<file path="config.mk">
export PLATFORM = sky130hd
export DESIGN_NAME = gtin_check_digit_normalize
export DESIGN_NICKNAME = d
export VERILOG_FILES = /design/src/hdl/gcdn_pkg.sv /design/src/hdl/gcdn_queue.sv /design/src/hdl/gcdn_front.sv /design/src/hdl/gcdn_back.sv /design/src/hdl/gtin_check_digit_normalize.sv
export SDC_FILE = /design/constraint.sdc
export NUM_CORES = 1
export LEC_CHECK = 0
export ABC_AREA = 1
export BUFFER_PORTS_ARGS = -buffer_cell sky130_fd_sc_hd__buf_4
export CAP_MARGIN = 20
export CORE_ASPECT_RATIO = 1.2
export CORE_MARGIN = 1
export CORE_UTILIZATION = 60
export CTS_CLUSTER_DIAMETER = 50
export DETAILED_ROUTE_END_ITERATION = 12
export GPL_TIMING_DRIVEN = 0
export PLACE_DENSITY = 0.9
export REMOVE_ABC_BUFFERS = 1
export SETUP_SLACK_MARGIN = 0.15
export SLEW_MARGIN = 15
export SYNTH_ARGS = -nofsm -noshare
export SYNTH_HDL_FRONTEND = slang
export SYNTH_SLANG_ARGS = --single-unit
</file>
<file path="constraint.sdc">
create_clock -name clk -period 8.05 [get_ports clk]
set_input_delay 0.4025 -clock clk [delete_from_list [all_inputs] [get_ports clk]]
set_output_delay 0.4025 -clock clk [all_outputs]
set_load 0.005 [all_outputs]
</file>
<file path="src/hdl/gcdn_pkg.sv">
// Shared types, codes and mod-10 helpers for the GTIN check digit block.
// No dependencies; used by every module under hdl.
package gcdn_pkg;

  localparam int MAX_DIGITS_DEF = 31;
  localparam int QUEUE_DEPTH    = 2;
  localparam int CHAR_W         = 8;
  localparam int CFG_W          = 5;
  localparam int STATUS_W       = 3;
  localparam int DIGIT_W        = 4;

  localparam logic [CFG_W-1:0]  CFG_LENGTH_RESET = 5'd13;
  localparam logic [CHAR_W-1:0] CHAR_ZERO        = 8'h30;
  localparam logic [CHAR_W-1:0] CHAR_NINE        = 8'h39;

  typedef enum logic [STATUS_W-1:0] {
    STATUS_APPENDED    = 3'd0,
    STATUS_VERIFIED    = 3'd1,
    STATUS_NON_DIGIT   = 3'd2,
    STATUS_BAD_LENGTH  = 3'd3,
    STATUS_WRONG_CHECK = 3'd4
  } status_t;

  typedef enum logic [1:0] {
    KIND_NON_DIGIT  = 2'd0,
    KIND_BAD_LENGTH = 2'd1,
    KIND_APPEND     = 2'd2,
    KIND_VERIFY     = 2'd3
  } kind_t;

  typedef struct packed {
    kind_t              kind;
    logic               n_odd;
    logic [DIGIT_W-1:0] even_sum;
    logic [DIGIT_W-1:0] odd_sum;
    logic [DIGIT_W-1:0] latest;
  } job_t;

  function automatic logic [DIGIT_W-1:0] add_mod10(input logic [DIGIT_W-1:0] a,
                                                   input logic [DIGIT_W-1:0] b);
    logic [DIGIT_W:0] s;
    s = {1'b0, a} + {1'b0, b};
    if (s >= 5'd10) begin
      s = s - 5'd10;
    end
    return s[DIGIT_W-1:0];
  endfunction

  function automatic logic [DIGIT_W-1:0] sub_mod10(input logic [DIGIT_W-1:0] a,
                                                   input logic [DIGIT_W-1:0] b);
    logic [DIGIT_W:0] s;
    if (a >= b) begin
      s = {1'b0, a} - {1'b0, b};
    end else begin
      s = {1'b0, a} + 5'd10 - {1'b0, b};
    end
    return s[DIGIT_W-1:0];
  endfunction

  function automatic logic [DIGIT_W-1:0] check_of(input logic [DIGIT_W-1:0] triple,
                                                  input logic [DIGIT_W-1:0] single);
    logic [5:0] w;
    w = {2'b00, triple} * 6'd3 + {2'b00, single};
    if (w >= 6'd20) begin
      w = w - 6'd20;
    end
    if (w >= 6'd10) begin
      w = w - 6'd10;
    end
    if (w == 6'd0) begin
      return '0;
    end
    return 4'd10 - w[DIGIT_W-1:0];
  endfunction

endpackage

</file>
<file path="src/hdl/gcdn_queue.sv">
// Two-entry job queue between the character front and the result back.
// Depends on gcdn_pkg for job_t and QUEUE_DEPTH.
module gcdn_queue (
  input  logic          clk,
  input  logic          rst_n,
  input  logic          push,
  input  gcdn_pkg::job_t push_job,
  input  logic          pop,
  output gcdn_pkg::job_t head_job,
  output logic          empty,
  output logic          full
);
  import gcdn_pkg::*;

  localparam int PTR_W = (QUEUE_DEPTH > 1) ? $clog2(QUEUE_DEPTH) : 1;
  localparam int CNT_W = $clog2(QUEUE_DEPTH + 1);

  job_t             entry_r [QUEUE_DEPTH];
  logic [PTR_W-1:0] wr_ptr_r, wr_ptr_nxt;
  logic [PTR_W-1:0] rd_ptr_r, rd_ptr_nxt;
  logic [CNT_W-1:0] fill_r, fill_nxt;

  assign empty    = (fill_r == '0);
  assign full     = (fill_r == CNT_W'(QUEUE_DEPTH));
  assign head_job = entry_r[rd_ptr_r];

  always_comb begin
    wr_ptr_nxt = wr_ptr_r;
    rd_ptr_nxt = rd_ptr_r;
    fill_nxt   = fill_r;
    if (push) begin
      wr_ptr_nxt = (wr_ptr_r == PTR_W'(QUEUE_DEPTH - 1)) ? '0 : wr_ptr_r + 1'b1;
    end
    if (pop) begin
      rd_ptr_nxt = (rd_ptr_r == PTR_W'(QUEUE_DEPTH - 1)) ? '0 : rd_ptr_r + 1'b1;
    end
    if (push && !pop) begin
      fill_nxt = fill_r + 1'b1;
    end else if (pop && !push) begin
      fill_nxt = fill_r - 1'b1;
    end
  end

  always_ff @(posedge clk) begin
    if (!rst_n) begin
      wr_ptr_r <= '0;
      rd_ptr_r <= '0;
      fill_r   <= '0;
    end else begin
      wr_ptr_r <= wr_ptr_nxt;
      rd_ptr_r <= rd_ptr_nxt;
      fill_r   <= fill_nxt;
    end
  end

  always_ff @(posedge clk) begin
    if (push) begin
      entry_r[wr_ptr_r] <= push_job;
    end
  end

endmodule

</file>
<file path="src/hdl/gcdn_front.sv">
// Character front: classifies each byte, keeps the parity sums and length count,
// and on the last character pushes a classified job. Depends on gcdn_pkg.
module gcdn_front #(
  parameter int MAX_DIGITS = gcdn_pkg::MAX_DIGITS_DEF
) (
  input  logic                         clk,
  input  logic                         rst_n,
  input  logic                         in_valid,
  output logic                         in_stall,
  input  logic [gcdn_pkg::CHAR_W-1:0]  in_character,
  input  logic                         in_last,
  input  logic [gcdn_pkg::CFG_W-1:0]   complete_length,
  input  logic                         queue_full,
  output logic                         push,
  output gcdn_pkg::job_t               push_job
);
  import gcdn_pkg::*;

  localparam int CW = $clog2(MAX_DIGITS + 1);

  logic [DIGIT_W-1:0] even_r, even_nxt;
  logic [DIGIT_W-1:0] odd_r, odd_nxt;
  logic [DIGIT_W-1:0] latest_r, latest_nxt;
  logic [CW-1:0]      count_r, count_nxt;
  logic               saw_nd_r, saw_nd_nxt;

  logic               accept;
  logic               is_digit;
  logic [CHAR_W-1:0]  diff;
  logic [DIGIT_W-1:0] digit;
  logic [DIGIT_W-1:0] even_upd, odd_upd, latest_upd;
  logic [CW-1:0]      count_upd;
  logic               saw_nd_upd;
  logic [CW:0]        n_ext, n_plus, tgt_ext;
  kind_t              kind;

  assign in_stall = queue_full;
  assign accept   = in_valid && !queue_full;
  assign push     = accept && in_last;

  always_comb begin
    is_digit   = (in_character >= CHAR_ZERO) && (in_character <= CHAR_NINE);
    diff       = in_character - CHAR_ZERO;
    digit      = diff[DIGIT_W-1:0];
    even_upd   = (is_digit && !count_r[0]) ? add_mod10(even_r, digit) : even_r;
    odd_upd    = (is_digit && count_r[0])  ? add_mod10(odd_r, digit)  : odd_r;
    latest_upd = is_digit ? digit : latest_r;
    saw_nd_upd = saw_nd_r || !is_digit;
    count_upd  = (count_r < CW'(MAX_DIGITS)) ? count_r + 1'b1 : count_r;

    n_ext   = {1'b0, count_upd};
    n_plus  = n_ext + 1'b1;
    tgt_ext = (CW + 1)'(complete_length);

    if (saw_nd_upd) begin
      kind = KIND_NON_DIGIT;
    end else if (complete_length < CFG_W'(2) || count_upd >= CW'(MAX_DIGITS)) begin
      kind = KIND_BAD_LENGTH;
    end else if (n_plus == tgt_ext) begin
      kind = KIND_APPEND;
    end else if (n_ext == tgt_ext) begin
      kind = KIND_VERIFY;
    end else begin
      kind = KIND_BAD_LENGTH;
    end

    push_job.kind     = kind;
    push_job.n_odd    = count_upd[0];
    push_job.even_sum = even_upd;
    push_job.odd_sum  = odd_upd;
    push_job.latest   = latest_upd;

    even_nxt   = even_r;
    odd_nxt    = odd_r;
    latest_nxt = latest_r;
    count_nxt  = count_r;
    saw_nd_nxt = saw_nd_r;
    if (accept) begin
      latest_nxt = latest_upd;
      if (in_last) begin
        even_nxt   = '0;
        odd_nxt    = '0;
        count_nxt  = '0;
        saw_nd_nxt = 1'b0;
      end else begin
        even_nxt   = even_upd;
        odd_nxt    = odd_upd;
        count_nxt  = count_upd;
        saw_nd_nxt = saw_nd_upd;
      end
    end
  end

  always_ff @(posedge clk) begin
    if (!rst_n) begin
      even_r   <= '0;
      odd_r    <= '0;
      latest_r <= '0;
      count_r  <= '0;
      saw_nd_r <= 1'b0;
    end else begin
      even_r   <= even_nxt;
      odd_r    <= odd_nxt;
      latest_r <= latest_nxt;
      count_r  <= count_nxt;
      saw_nd_r <= saw_nd_nxt;
    end
  end

endmodule

</file>
<file path="src/hdl/gcdn_back.sv">
// Result back: pops a classified job, computes the check digit and status,
// and holds the result in the output register. Depends on gcdn_pkg.
module gcdn_back (
  input  logic                          clk,
  input  logic                          rst_n,
  input  gcdn_pkg::job_t                head_job,
  input  logic                          queue_empty,
  output logic                          pop,
  output logic                          out_valid,
  input  logic                          out_stall,
  output logic [gcdn_pkg::STATUS_W-1:0] out_status,
  output logic [gcdn_pkg::DIGIT_W-1:0]  out_check_digit
);
  import gcdn_pkg::*;

  logic               valid_r, valid_nxt;
  status_t            status_r, status_nxt;
  logic [DIGIT_W-1:0] check_r, check_nxt;

  logic [DIGIT_W-1:0] se, so, calc;
  status_t            status_c;
  logic [DIGIT_W-1:0] check_c;

  assign pop = !queue_empty && (!valid_r || !out_stall);

  always_comb begin
    se       = head_job.even_sum;
    so       = head_job.odd_sum;
    calc     = '0;
    status_c = STATUS_BAD_LENGTH;
    check_c  = '0;
    case (head_job.kind)
      KIND_NON_DIGIT: begin
        status_c = STATUS_NON_DIGIT;
      end
      KIND_BAD_LENGTH: begin
        status_c = STATUS_BAD_LENGTH;
      end
      KIND_APPEND: begin
        calc     = head_job.n_odd ? check_of(se, so) : check_of(so, se);
        status_c = STATUS_APPENDED;
        check_c  = calc;
      end
      KIND_VERIFY: begin
        if (head_job.n_odd) begin
          se = sub_mod10(head_job.even_sum, head_job.latest);
        end else begin
          so = sub_mod10(head_job.odd_sum, head_job.latest);
        end
        calc = head_job.n_odd ? check_of(so, se) : check_of(se, so);
        if (calc == head_job.latest) begin
          status_c = STATUS_VERIFIED;
          check_c  = calc;
        end else begin
          status_c = STATUS_WRONG_CHECK;
        end
      end
      default: begin
        status_c = STATUS_BAD_LENGTH;
      end
    endcase

    valid_nxt  = valid_r && out_stall;
    status_nxt = status_r;
    check_nxt  = check_r;
    if (pop) begin
      valid_nxt  = 1'b1;
      status_nxt = status_c;
      check_nxt  = check_c;
    end
  end

  always_ff @(posedge clk) begin
    if (!rst_n) begin
      valid_r <= 1'b0;
    end else begin
      valid_r <= valid_nxt;
    end
  end

  always_ff @(posedge clk) begin
    status_r <= status_nxt;
    check_r  <= check_nxt;
  end

  assign out_valid       = valid_r;
  assign out_status      = status_r;
  assign out_check_digit = check_r;

endmodule

</file>
<file path="src/hdl/gtin_check_digit_normalize.sv">
// Top level of the streaming GTIN mod-10 check digit appender and verifier.
// Depends on gcdn_pkg, gcdn_front, gcdn_queue and gcdn_back.
//
// Usage:
//   Input channel: one ASCII byte per word on in_character, in_last marking the
//   final byte of a GTIN. A word is taken when in_valid is high and in_stall low.
//   Output channel: one word per GTIN on out_status / out_check_digit, taken
//   when out_valid is high and out_stall low.
//   Config: cfg_wr_en writes cfg_wr_data into the full GTIN length (reset 13);
//   write only while no GTIN is in flight.
//   Throughput: one character per cycle while in_stall is low, one result per
//   cycle while out_stall is low. The edge that takes the last character writes
//   its job into the queue; the job then loads the output register, raising out_valid.
//   A two-entry queue sits between the character front and the result back;
//   when out_stall holds the output register, the queue fills and then
//   in_stall rises until a result is taken.
//   Reset: clears the sums, the length count, the queue and the output valid,
//   and restores the length register to 13.
module gtin_check_digit_normalize #(
  parameter int MAX_DIGITS = gcdn_pkg::MAX_DIGITS_DEF
) (
  input  logic                          clk,
  input  logic                          rst_n,
  input  logic                          in_valid,
  output logic                          in_stall,
  input  logic [gcdn_pkg::CHAR_W-1:0]   in_character,
  input  logic                          in_last,
  output logic                          out_valid,
  input  logic                          out_stall,
  output logic [gcdn_pkg::STATUS_W-1:0] out_status,
  output logic [gcdn_pkg::DIGIT_W-1:0]  out_check_digit,
  input  logic                          cfg_wr_en,
  input  logic [gcdn_pkg::CFG_W-1:0]    cfg_wr_data
);
  import gcdn_pkg::*;

  logic [CFG_W-1:0] complete_length_r;
  logic             push, pop, queue_empty, queue_full;
  job_t             push_job, head_job;

  always_ff @(posedge clk) begin
    if (!rst_n) begin
      complete_length_r <= CFG_LENGTH_RESET;
    end else if (cfg_wr_en) begin
      complete_length_r <= cfg_wr_data;
    end
  end

  gcdn_front #(
    .MAX_DIGITS(MAX_DIGITS)
  ) u_front (
    .clk            (clk),
    .rst_n          (rst_n),
    .in_valid       (in_valid),
    .in_stall       (in_stall),
    .in_character   (in_character),
    .in_last        (in_last),
    .complete_length(complete_length_r),
    .queue_full     (queue_full),
    .push           (push),
    .push_job       (push_job)
  );

  gcdn_queue u_queue (
    .clk     (clk),
    .rst_n   (rst_n),
    .push    (push),
    .push_job(push_job),
    .pop     (pop),
    .head_job(head_job),
    .empty   (queue_empty),
    .full    (queue_full)
  );

  gcdn_back u_back (
    .clk            (clk),
    .rst_n          (rst_n),
    .head_job       (head_job),
    .queue_empty    (queue_empty),
    .pop            (pop),
    .out_valid      (out_valid),
    .out_stall      (out_stall),
    .out_status     (out_status),
    .out_check_digit(out_check_digit)
  );

endmodule

</file>
==> run metrics <==
status finished clean; synth unique cells 48; Synth async-reset ratio 0; Die X 95.4 µm; Synth Warn # 0; vias in the first global route slightly above 5000; skew final approximately 5.8 ps; Seq/Total Area, Yosys 0.269; Hold Violations, Final 0; R2R setup slack roughly 1200 ps; H-tree depth 3; startpoint types register; CP Capture Type register; fillers about 770; Slew @ Worst Pin between 900 and 1000 ps; fin nets ~960; setup TNS 0 ps; die area approximately 11000 µm²; HPWL after DPL between 10 and 15 mm; Layout area overhead 10.3%; Die Y-Extent ~110 µm; FF-to-FF path depth 36; GP Congestion 0.899; CTS Buffer Depth 2; drt drc 0; final setup vio count 0; Max FO, Critical Path 26; Cells after DPL roughly 970; fin crit period a little under 7000 ps; Syn Area/Cell around 7.6 µm²; cell repeated most along the worst path nand2_1; final WL between 10 and 15 mm; post-route ant nets 0; IO buf count 27; Worst-Skew Late Latency about 330 ps; Max-cap violations 0; Starting Density 0.621; row cnt 40; CTS Hold Buffers Added 0; core area roughly 10000 µm²; Post-synth EDFFs 37; Post-Syn Area approximately 6300 µm²; CP top delay family simple AND/OR/NAND/NOR gates; Main synth FF type edfxtp_1; CTS tree done; antenna violations before repair 0; global-route wire length before repair roughly 21 mm; drt first-iter violations 270; required time of the critical path 8120 ps; CTS Root Cell clkbuf_16; postcts setup bufs 0; Slew HR 0.381; GRT Total Usage 0.248; R2R Path End u_back.out_check_digit[3]; I/O pin cnt 28; clock sinks 66; Clock Pin Slew Worst Setup and Hold Paths ~60 ps; hold path depth 3; fin crit share 0.848; RSZ-0062 raised after global routing false; Via Count about 5500; dpl ws approximately 1300 ps; Setup CP Type reg -> reg; share of cells above drive strength 1 0.117; CP bufs+invs 3; crit path max-delay cell type dfxtp_1; f_max around 0.15 GHz; #FFs+latches synth 66; CTS buffer count 9; largest net degree at the start of global routing 27; WHS Endpoint complete_length_r[0]; Antenna diodes 0; Arr. time, crit path 6900 ps; Post-Layout Cell Count 990; Initial DRT Pass Iterations 7; Post-Synthesis Cells 830; Vias/cell approximately 5.6; GR Overflow Total 0; Crit path largest cell delay 840 ps; PostCTS Resize Cnt 0; Hold WC Path Type in -> reg; WL per Instance between 10 and 15 µm; final worst slack ~1200 ps; hold path startpoint cfg_wr_data[0]; final slew viol count 0
[through the flow]
stage          hold WS (ps)  area, µm²   util
2_1_floorplan           425       6230      -
3_3_place_gp            440       6590  0.652
3_5_place_dp            454       6610  0.654
6_report                280       6920  0.685
4_1_cts                 272       6910  0.684
5_1_grt                 279       6920  0.685
[logic make-up (layout without fill, tap and decap cells)]
| family | count (synthesis) | after routing | share of synthesized area |
|---|---|---|---|
| multiplexers | 6 | 6 | 0.0104 |
| XOR/XNOR | 38 | 38 | 0.0566 |
| adder cells (fa/ha/maj) | 85 | 85 | 0.194 |
| AND/OR/NAND/NOR | 357 | 357 | 0.258 |
| buffers and inverters | 147 | 181 | 0.0885 |
| AO/OA/AOI/OAI | 131 | 131 | 0.123 |
| flip-flops | 66 | 66 | 0.269 |
[metal layers]
metal,track usage,routed length [µm],up-vias
li1,-,-,2777
met1,0.276,5260,2540
met2,0.448,6710,159
met3,0.0340,562,52
met4,0.132,551,0
met5,0,0,-
[cell type report]
class | count | area, µm² | area share
Timing Repair Buffer | 30 | 233 | 0.0336
Clock inverter | 7 | 76.3 | 0.0110
Multi-Input combinational cell | 617 | 4030 | 0.583
Inverter | 135 | 507 | 0.0732
Sequential cell | 66 | 1690 | 0.244
Clock buffer | 9 | 225 | 0.0325
Tap cell | 126 | 158 | 0.0228
[worst max-delay path by stage]
stage	end	depth (start not counted)	slack [ps]	startpoint
detailed placement	u_back.out_check_digit[3]	36	1310	register
floorplan	u_back.out_status[2]	33	2110	register
global route	u_back.out_check_digit[3]	37	540	register
global placement	u_back.out_status[2]	34	1440	register
finish	u_back.out_check_digit[3]	36	1220	register
CTS	u_back.out_check_digit[3]	36	1260	register
[tightest hold or removal path, delay by kind of cell]
kind          cells  cell delay, ps
buf+inv           1              80
simple gates      2             100
[cell usage in the layout, fill, tap and decap left out, types with 9 or more instances in the layout]
cell | Yosys | layout
nand2_2 | 21 | 21
edfxtp_1 | 37 | 37
nand4_1 | 13 | 13
ha_1 | 63 | 63
buf_4 | 0 | 28
o21ai_0 | 51 | 51
clkbuf_16 | 0 | 9
nand3_1 | 61 | 61
nand2_1 | 188 | 188
xor2_1 | 19 | 19
xnor2_1 | 16 | 16
inv_1 | 132 | 132
dfxtp_1 | 29 | 29
fa_1 | 21 | 21
nor2_1 | 45 | 45
a21oi_1 | 39 | 39
[cells in the mapped netlist (all sizes together), types with 5 or more instances]
| master | instances | area share |
|---|---|---|
| a21oi | 39 | 0.031 |
| clkbuf | 8 | 0.0048 |
| dfxtp | 29 | 0.092 |
| edfxtp | 37 | 0.18 |
| fa | 21 | 0.067 |
| ha | 63 | 0.13 |
| inv | 135 | 0.081 |
| nand2 | 211 | 0.14 |
| nand3 | 66 | 0.057 |
| nand3b | 6 | 0.0072 |
| nand4 | 13 | 0.013 |
| nor2 | 49 | 0.033 |
| o21ai | 63 | 0.056 |
| o21bai | 5 | 0.0060 |
| xnor2 | 17 | 0.025 |
| xor2 | 21 | 0.032 |
[sequential cells by signal (all words and copies together) (netlist names), named ones only]
register and flops:
u_queue.entry_r 30, complete_length_r 5, u_front.count_r 5, u_back.out_check_digit 4, u_front.even_r 4, u_front.latest_r 4, u_front.odd_r 4, u_back.out_status 3
u_queue.fill_r 2, u_back.out_valid 1, u_front.saw_nd_r 1, u_queue.rd_ptr_r 1, u_queue.wr_ptr_r 1
Power is not shown: default switching activity piles up to over one toggle a cycle in this logic, so the estimate is an artifact.
